--- config.mk ---
export PLATFORM = sky130hd
export DESIGN_NAME = first_fit_aligned_bump_allocator_top
export DESIGN_NICKNAME = d
export VERILOG_FILES = /design/src/rtl/core/ffab_pkg.sv /design/src/rtl/core/ffab_front.sv /design/src/rtl/core/ffab_queue.sv /design/src/rtl/core/ffab_back.sv /design/src/rtl/core/first_fit_aligned_bump_allocator_top.sv
export SDC_FILE = /design/constraint.sdc
export NUM_CORES = 2
export LEC_CHECK = 0
export ABC_AREA = 1
export BUFFER_PORTS_ARGS = -buffer_cell sky130_fd_sc_hd__buf_4
export CAP_MARGIN = 10
export CELL_PAD_IN_SITES_DETAIL_PLACEMENT = 2
export CELL_PAD_IN_SITES_GLOBAL_PLACEMENT = 2
export CORE_MARGIN = 3
export CORE_UTILIZATION = 43
export DETAILED_ROUTE_END_ITERATION = 12
export GPL_ROUTABILITY_DRIVEN = 0
export PLACE_DENSITY_LB_ADDON = 0.1
export SYNTH_ARGS = -nofsm -noshare
export SYNTH_HDL_FRONTEND = slang
export SYNTH_SLANG_ARGS = --single-unit
export TNS_END_PERCENT = 100
--- constraint.sdc ---
create_clock -name clk -period 12 [get_ports clk]
set_clock_uncertainty 0.1 [all_clocks]
set_input_delay 1.2 -clock clk [delete_from_list [all_inputs] [get_ports clk]]
set_output_delay 1.2 -clock clk [all_outputs]
set_load 0.1 [all_outputs]
--- src/rtl/core/ffab_pkg.sv ---
// shared constants, codes and the queue item type of the first-fit bump allocator
// depends on nothing; every other file of the block uses it by scoped names
`timescale 1ns / 1ps

package ffab_pkg;

  // buffer geometry
  localparam int BUFFER_BYTES = 4194304;
  localparam int ALIGN_BYTES  = 16;
  localparam int MAX_BUFFERS  = 16;

  // a fill count holds 0 .. BUFFER_BYTES
  localparam int FILL_W  = 23;
  localparam int ALIGN_W = 13;

  // largest request whose rounded size still fits a buffer
  localparam longint MAX_REQ = (longint'(BUFFER_BYTES) / ALIGN_BYTES) * ALIGN_BYTES;

  // reciprocal of the alignment, scaled by 2^FILL_W, for the remainder estimate
  localparam logic [FILL_W:0] RECIP =
    (FILL_W+1)'((64'd1 << FILL_W) / ALIGN_BYTES);

  // width used to compare a release index against the open count
  localparam int CMP_W = 8;

  // two-entry queue between front and back
  localparam int QUEUE_DEPTH = 2;
  localparam int QPTR_W      = 1;

  typedef enum logic {
    KIND_ALLOC   = 1'b0,
    KIND_RELEASE = 1'b1
  } kind_t;

  typedef enum logic [1:0] {
    STATUS_OK      = 2'd0,
    STATUS_TOO_BIG = 2'd1,
    STATUS_FULL    = 2'd2
  } status_t;

  // classified item handed from front to back
  typedef struct packed {
    kind_t             kind;
    logic              too_big;
    logic [3:0]        rel;
    logic [FILL_W-1:0] aligned;
  } job_t;

endpackage

--- src/rtl/core/ffab_front.sv ---
// front part: accepts items, rounds the size up to the alignment, flags oversize
// depends on ffab_pkg
`timescale 1ns / 1ps

module ffab_front (
  input  logic          clk,
  input  logic          rst,
  input  logic          in_valid,
  output logic          in_ready,
  input  logic          in_kind,
  input  logic [31:0]   in_bytes,
  input  logic [3:0]    in_rel,
  output logic          job_valid,
  input  logic          job_ready,
  output ffab_pkg::job_t job
);

  localparam int FW = ffab_pkg::FILL_W;
  localparam logic [FW-1:0] ALIGN_F = FW'(ffab_pkg::ALIGN_BYTES);
  localparam logic [ffab_pkg::ALIGN_W-1:0] ALIGN_A =
    ffab_pkg::ALIGN_W'(ffab_pkg::ALIGN_BYTES);

  // stage 1: quotient estimate
  logic                s1_valid;
  ffab_pkg::kind_t     s1_kind;
  logic                s1_big;
  logic [3:0]          s1_rel;
  logic [FW-1:0]       s1_req;
  logic [FW-1:0]       s1_q;
  // stage 2: quotient times alignment
  logic                s2_valid;
  ffab_pkg::kind_t     s2_kind;
  logic                s2_big;
  logic [3:0]          s2_rel;
  logic [FW-1:0]       s2_req;
  logic [FW-1:0]       s2_qa;
  // stage 3: finished job waiting for the queue
  logic                s3_valid;
  ffab_pkg::job_t      s3_job;

  logic                advance;
  logic                big_in;
  logic [FW-1:0]       req_fit;
  logic [2*FW:0]       prod;
  logic [FW-1:0]       rem_est;
  logic [FW-1:0]       rem;
  logic [FW-1:0]       pad;

  // the whole pipe moves when the last stage is empty or drains
  assign advance  = !s3_valid || job_ready;
  assign in_ready = advance;

  // oversize check and clipped request
  assign big_in  = 64'(in_bytes) > 64'(ffab_pkg::MAX_REQ);
  assign req_fit = big_in ? '0 : in_bytes[FW-1:0];
  assign prod    = (2*FW+1)'(req_fit) * (2*FW+1)'(ffab_pkg::RECIP);

  // remainder with one correction step, then pad up to the next multiple
  always_comb begin
    rem_est = s2_req - s2_qa;
    rem     = (rem_est >= ALIGN_F) ? rem_est - ALIGN_F : rem_est;
    pad     = (rem != '0) ? ALIGN_F - rem : '0;
  end

  // stage valids
  always_ff @(posedge clk) begin
    if (rst) begin
      s1_valid <= 1'b0;
      s2_valid <= 1'b0;
      s3_valid <= 1'b0;
    end else if (advance) begin
      s1_valid <= in_valid;
      s2_valid <= s1_valid;
      s3_valid <= s2_valid;
    end
  end

  // stage payloads
  always_ff @(posedge clk) begin
    if (advance) begin
      s1_kind <= ffab_pkg::kind_t'(in_kind);
      s1_big  <= big_in;
      s1_rel  <= in_rel;
      s1_req  <= req_fit;
      s1_q    <= prod[2*FW-1:FW];

      s2_kind <= s1_kind;
      s2_big  <= s1_big;
      s2_rel  <= s1_rel;
      s2_req  <= s1_req;
      s2_qa   <= FW'(s1_q * ALIGN_A);

      s3_job.kind    <= s2_kind;
      s3_job.too_big <= s2_big;
      s3_job.rel     <= s2_rel;
      s3_job.aligned <= s2_req + pad;
    end
  end

  assign job_valid = s3_valid;
  assign job       = s3_job;

endmodule

--- src/rtl/core/ffab_queue.sv ---
// two-entry queue that decouples the front and back parts
// depends on ffab_pkg
`timescale 1ns / 1ps

module ffab_queue (
  input  logic           clk,
  input  logic           rst,
  input  logic           push_valid,
  output logic           push_ready,
  input  ffab_pkg::job_t push_job,
  output logic           pop_valid,
  input  logic           pop,
  output ffab_pkg::job_t pop_job
);

  localparam int DEPTH = ffab_pkg::QUEUE_DEPTH;
  localparam int PW    = ffab_pkg::QPTR_W;

  ffab_pkg::job_t mem [DEPTH];
  logic [PW-1:0]  wr_ptr;
  logic [PW-1:0]  rd_ptr;
  logic [PW:0]    count;
  logic           do_push;
  logic           do_pop;

  assign push_ready = count != (PW+1)'(DEPTH);
  assign pop_valid  = count != '0;
  assign do_push    = push_valid && push_ready;
  assign do_pop     = pop && pop_valid;
  assign pop_job    = mem[rd_ptr];

  // pointers and fill level
  always_ff @(posedge clk) begin
    if (rst) begin
      wr_ptr <= '0;
      rd_ptr <= '0;
      count  <= '0;
    end else begin
      if (do_push) wr_ptr <= wr_ptr + 1'b1;
      if (do_pop)  rd_ptr <= rd_ptr + 1'b1;
      case ({do_push, do_pop})
        2'b10:   count <= count + 1'b1;
        2'b01:   count <= count - 1'b1;
        default: count <= count;
      endcase
    end
  end

  // storage
  always_ff @(posedge clk) begin
    if (do_push) mem[wr_ptr] <= push_job;
  end

endmodule

--- src/rtl/core/ffab_back.sv ---
// back part: first-fit scan over the fill counters, then grant or release and result
// depends on ffab_pkg
`timescale 1ns / 1ps

module ffab_back #(
  parameter int MAX_BUFFERS = ffab_pkg::MAX_BUFFERS
) (
  input  logic           clk,
  input  logic           rst,
  input  logic           job_valid,
  output logic           job_pop,
  input  ffab_pkg::job_t job,
  output logic           out_valid,
  input  logic           out_ready,
  output logic [3:0]     granted_buffer,
  output logic [21:0]    granted_offset,
  output logic [1:0]     status,
  output logic [4:0]     buffers_in_use
);

  localparam int FW = ffab_pkg::FILL_W;
  localparam int CW = $clog2(MAX_BUFFERS + 1);
  localparam int IW = (MAX_BUFFERS > 1) ? $clog2(MAX_BUFFERS) : 1;
  localparam int XW = ffab_pkg::CMP_W;

  typedef enum logic [1:0] {
    B_IDLE,
    B_SCAN,
    B_COMMIT
  } bstate_t;

  bstate_t          state;
  ffab_pkg::job_t   cur;
  logic [FW-1:0]    fill [MAX_BUFFERS];
  logic [CW-1:0]    open_count;
  logic [MAX_BUFFERS-1:0] fit;
  logic [MAX_BUFFERS-1:0] fit_next;

  logic             commit_go;
  logic             found;
  logic [IW-1:0]    pick;
  logic             can_open;
  logic             opening;
  logic             alloc_ok;
  logic             rel_ok;
  logic [IW-1:0]    idx;
  logic [IW-1:0]    addr;
  logic [FW-1:0]    rd;
  logic [FW-1:0]    base;
  logic [FW-1:0]    fill_new;
  logic             wr_en;
  logic             closing;
  logic [CW-1:0]    open_next;
  ffab_pkg::status_t st_next;

  // per-buffer fit test, each counter against the same rounded size
  always_comb begin
    for (int i = 0; i < MAX_BUFFERS; i++) begin
      fit_next[i] = (CW'(i) < open_count) &&
                    ((FW+1)'(fill[i]) + (FW+1)'(cur.aligned) <=
                     (FW+1)'(ffab_pkg::BUFFER_BYTES));
    end
  end

  // lowest buffer that fits
  always_comb begin
    found = 1'b0;
    pick  = '0;
    for (int i = MAX_BUFFERS - 1; i >= 0; i--) begin
      if (fit[i]) begin
        found = 1'b1;
        pick  = IW'(i);
      end
    end
  end

  // grant, release and new open count
  always_comb begin
    can_open  = open_count < CW'(MAX_BUFFERS);
    alloc_ok  = !cur.too_big && (found || can_open);
    opening   = !cur.too_big && !found && can_open;
    idx       = found ? pick : open_count[IW-1:0];
    rel_ok    = XW'(cur.rel) < XW'(open_count);
    addr      = (cur.kind == ffab_pkg::KIND_ALLOC) ? idx : IW'(cur.rel);
    rd        = fill[addr];
    base      = opening ? '0 : rd;
    open_next = open_count;
    closing   = 1'b0;
    if (cur.kind == ffab_pkg::KIND_ALLOC) begin
      fill_new = base + cur.aligned;
      wr_en    = alloc_ok;
      if (opening) open_next = open_count + 1'b1;
      if (cur.too_big)   st_next = ffab_pkg::STATUS_TOO_BIG;
      else if (alloc_ok) st_next = ffab_pkg::STATUS_OK;
      else               st_next = ffab_pkg::STATUS_FULL;
    end else begin
      // an oversize release always empties the buffer
      fill_new = (!cur.too_big && (rd >= cur.aligned)) ? rd - cur.aligned : '0;
      wr_en    = rel_ok;
      closing  = rel_ok && (fill_new == '0) &&
                 (XW'(cur.rel) + XW'(1) == XW'(open_count));
      if (closing) open_next = open_count - 1'b1;
      st_next  = ffab_pkg::STATUS_OK;
    end
  end

  assign commit_go = (state == B_COMMIT) && (!out_valid || out_ready);
  assign job_pop   = job_valid && ((state == B_IDLE) || commit_go);

  // sequencer, allocator state and the result register
  always_ff @(posedge clk) begin
    if (rst) begin
      state      <= B_IDLE;
      out_valid  <= 1'b0;
      open_count <= '0;
      for (int i = 0; i < MAX_BUFFERS; i++) fill[i] <= '0;
    end else begin
      if (out_valid && out_ready) out_valid <= 1'b0;
      unique case (state)
        B_IDLE: begin
          if (job_pop) state <= B_SCAN;
        end
        B_SCAN: begin
          fit   <= fit_next;
          state <= B_COMMIT;
        end
        B_COMMIT: begin
          if (commit_go) begin
            if (wr_en) fill[addr] <= fill_new;
            open_count     <= open_next;
            out_valid      <= 1'b1;
            status         <= st_next;
            buffers_in_use <= 5'(open_next);
            if ((cur.kind == ffab_pkg::KIND_ALLOC) && alloc_ok) begin
              granted_buffer <= 4'(idx);
              granted_offset <= 22'(base);
            end else begin
              granted_buffer <= '0;
              granted_offset <= '0;
            end
            state <= job_pop ? B_SCAN : B_IDLE;
          end
        end
        default: state <= B_IDLE;
      endcase
    end
  end

  // current job
  always_ff @(posedge clk) begin
    if (job_pop) cur <= job;
  end

endmodule

--- src/rtl/core/first_fit_aligned_bump_allocator_top.sv ---
// top level of the first-fit aligned bump allocator: front, queue and back parts
// depends on ffab_pkg, ffab_front, ffab_queue, ffab_back
`timescale 1ns / 1ps
//
//  channel | signals                          | item
//  --------+----------------------------------+-------------------------------------
//  s_      | s_tvalid s_tready s_tdata s_tuser | allocate or release request
//  m_      | m_tvalid m_tready m_tdata m_tuser | grant result, one per request
//
//  the back part handles each item in two states (B_SCAN registers the fit test
//  across all fill counters, B_COMMIT waits for the result register, then does the
//  priority pick and the counter update); a new item is taken only as the last one commits
//  the front runs a three-stage rounding pipeline; a two-entry queue lets the
//  front keep accepting while the back or the result register waits
//  synchronous reset clears every fill counter and the open count at once

module first_fit_aligned_bump_allocator_top #(
  parameter int MAX_BUFFERS = ffab_pkg::MAX_BUFFERS
) (
  input  logic        clk,
  input  logic        rst,
  input  logic        s_tvalid,
  output logic        s_tready,
  input  logic [39:0] s_tdata,   // request_bytes[31:0], release_buffer[35:32], zero pad
  input  logic        s_tuser,   // kind
  output logic        m_tvalid,
  input  logic        m_tready,
  output logic [31:0] m_tdata,   // granted_buffer[3:0], granted_offset[25:4],
                                 // buffers_in_use[30:26], zero pad
  output logic [1:0]  m_tuser    // status
);

  logic           job_valid;
  logic           job_ready;
  ffab_pkg::job_t job;
  logic           q_valid;
  logic           q_pop;
  ffab_pkg::job_t q_job;
  logic [3:0]     granted_buffer;
  logic [21:0]    granted_offset;
  logic [1:0]     status;
  logic [4:0]     buffers_in_use;

  ffab_front u_front (
    .clk       (clk),
    .rst       (rst),
    .in_valid  (s_tvalid),
    .in_ready  (s_tready),
    .in_kind   (s_tuser),
    .in_bytes  (s_tdata[31:0]),
    .in_rel    (s_tdata[35:32]),
    .job_valid (job_valid),
    .job_ready (job_ready),
    .job       (job)
  );

  ffab_queue u_queue (
    .clk        (clk),
    .rst        (rst),
    .push_valid (job_valid),
    .push_ready (job_ready),
    .push_job   (job),
    .pop_valid  (q_valid),
    .pop        (q_pop),
    .pop_job    (q_job)
  );

  ffab_back #(
    .MAX_BUFFERS (MAX_BUFFERS)
  ) u_back (
    .clk            (clk),
    .rst            (rst),
    .job_valid      (q_valid),
    .job_pop        (q_pop),
    .job            (q_job),
    .out_valid      (m_tvalid),
    .out_ready      (m_tready),
    .granted_buffer (granted_buffer),
    .granted_offset (granted_offset),
    .status         (status),
    .buffers_in_use (buffers_in_use)
  );

  // result packing
  assign m_tdata = {1'b0, buffers_in_use, granted_offset, granted_buffer};
  assign m_tuser = status;

endmodule

==> metrics.yaml <==
status: "finished, final reports clean"
routed_via_density: 6.64
yosys.area_share.simple_pct: 22.7
synth-xor-area-share_pct: 6.77
count_of_flip_flops_with_a_built_in_enable_after_synthesis: 591
clock_latency_ps: 710
holdBufCountCts: 0
hold_viol_final: 0
share_of_the_cycle_needed_by_the_critical_path_after_routing_pct: 81.7
first_pass_grt_wire_length_um: 355000
clk_root_buffer_cell: "clkbuf_16"
syn_area_per_cell_um2: 8.11
fillCellCount: 11800
timing.critical_path.fanout_max: 86
timing.max_slew.rel_slack_pct: 3.16
ys_warnings: 0
critPathBufInv: 7
asyncSetResetFlopFracSynth_pct: 0
leading_area_contributor_after_synthesis: "edfxtp_1"
route.final.wire_length_um: 254000
end_kind: "flop"
critPathMaxStageDelay_ps: 840
min_path_type: "flop to flop"
startpoint_class: "flop"
post-synth-top-count-cell: "nor2_1"
crit_path_frequent_cell: "nand2_1"
timing.final.setup_violations: 0
post_route_cells_drive_above_1_share_pct: 5.93
vias: 48200
postLayoutCoreUtil_pct: 48.2
synth_commonest_cells: "1,034 x nor2_1, 968 x nand2_1, 591 x edfxtp_1, 541 x a21oi_1, 453 x inv_1"
max_freq_ghz: 0.102
worst_path_max_delay_cell: "inv_4"
drc: 0
synth_register_bits: 606
maxSlewViolCount: 0
portBuffers: 75
cp.required_ps: 12260
syn_area_um2: 46300
synth_top_family_by_area: "simple AND/OR/NAND/NOR gates"
holdWs_ps: 324
first_global_vias: 50900
placed_cell_area_um2: 48700
tritoncts.num_buffers: 73
grt_max_degree: 87
period_minus_slack_ps: 9800
synth_top_area_share_pct: 38.3
grt_overflow_total: 0
drt-wirelength-per-cell_um: 35.0
cts.reportedPaths.clkPinSlew_ps: 70
antenna_found_initial: 18
drt_first_iter_violations: 5706
design.final.nets: 6274
max-clock-path-buffers: 3
die_area_um2: 112000
fp.dieH_um: 334
tritoncts: "done"
cp_delay_by_family_top: "simple AND/OR/NAND/NOR gates"
synthFlopType: "edfxtp_1"
initial_core_util_pct: 43.6
synth_cell_type_count: 68
finalSetupTns_ps: 0
critical_path_class: "flop to flop"
clock_sinks: 606
crit_arrival_ps: 10060
dr.pass1.iters: 6
cts-resized-gates: 0
core_area_um2: 106000
h-tree-depth: 3
area_growth_syn_to_layout_pct: 10.4
fp_rows: 119
yosys-top-cells-area: "edfxtp_1 38%, ha_1 11%, nor2_1 8.4%, nand2_1 7.8%, a21oi_1 5.8%"
synth_compound_gate_area_share_pct: 14.3
num_io_pins: 81
muxShareOfSynthArea_pct: 0
die_w_um: 334
grt.total_usage_pct: 43.2
final_area_um2: 51200
yosysSeqAreaShare_pct: 39.0
detailed_place_hpwl_um: 163000
rsz_0062_raised_after_global_routing: "no"
cap_viol_max_count: 0
worst-slew-pin-transition_ps: 1440
postRouteAntennaNets: 0
cts_post_setup_buffers_inserted: 0
synth_adder_area_share_pct: 12.2
synth_cells: 5713
[cell usage in the layout (no fill, tap or decap), types with 28 or more instances in the layout]
cell	count
a31oi_1	28
nor3_1	80
edfxtp_1	591
o21ai_1	90
ha_1	422
clkbuf_16	73
nand3_1	197
inv_1	451
nand2_1	968
nor4_1	62
xnor2_1	148
nand4_1	86
o21bai_1	35
a21o_1	30
nor2_1	1025
xor2_1	210
o21ai_0	293
a21oi_1	541
buf_4	145
[cell type report]
cell class / instances / area [µm²] / share of cell area (%)
antenna: 10 / 25.0 / 0.0489
clock buffer: 94 / 1930 / 3.76
clock inverter: 39 / 453 / 0.885
inverter: 459 / 1730 / 3.38
multi-input combinational: 4501 / 26100 / 51.0
sequential: 606 / 18000 / 35.3
tap: 1391 / 1740 / 3.40
timing repair buffer: 148 / 1160 / 2.27
[per-layer routing]
| metal | routed length, µm | GRT usage, % |
|---|---|---|
| met5 | 78 | 0 |
| met4 | 26600 | 35.7 |
| met3 | 23600 | 9.22 |
| met2 | 114000 | 70.1 |
| met1 | 89400 | 49.2 |
[registers in the layout, summed over array words and instances, names as in the netlist, 16 cells and up]
register,cells
u_back.fill,368
u_queue.mem,58
u_back.cur,29
u_front.job,29
u_front.s1_req,23
u_front.s2_req,23
u_back.granted_offset,22
u_back.fit,16
[metrics by stage]
stage / cells / setup slack, ps
after detailed placement: 7103 / 3170
after global placement: 7103 / 3610
after global routing: 7238 / 2100
after floorplan: 5717 / 6930
final: 7248 / 2200
after CTS: 7236 / 2760
[path summary, 6_finish.rpt]
check / cells past startpoint / slack [ps] / from / end
worst min-delay path: 0 / 320 / u_front.s1_req[4] / u_front.s2_req[4]
worst max register to register: 32 / 2200 / u_back.fit[11] / u_back.fill[4][19]
worst min register to register: 0 / 320 / u_front.s1_req[4] / u_front.s2_req[4]
worst max-delay path: 32 / 2200 / u_back.fit[11] / u_back.fill[4][19]
[worst register-to-register path, delay by kind of cell, from the launching register on]
kind | cells | cell delay [ps]
xor+xnor | 1 | 180
compound gates | 7 | 2890
simple gates | 16 | 3310
fa+ha+maj | 1 | 280
flops | 1 | 400
buf+inv | 7 | 2320
[cells by family (layout without fill, tap and decap cells)]
logic type	count (synthesis)	count (layout)
XOR/XNOR	358	358
AND/OR/NAND/NOR	2512	2512
AO/OA/AOI/OAI	1186	1186
other	1	15
buffers and inverters	610	740
adder cells (fa/ha/maj)	440	440
flip-flops	606	606
Power is not shown: default switching activity piles up to over one toggle a cycle in this logic, so the estimate is an artifact.
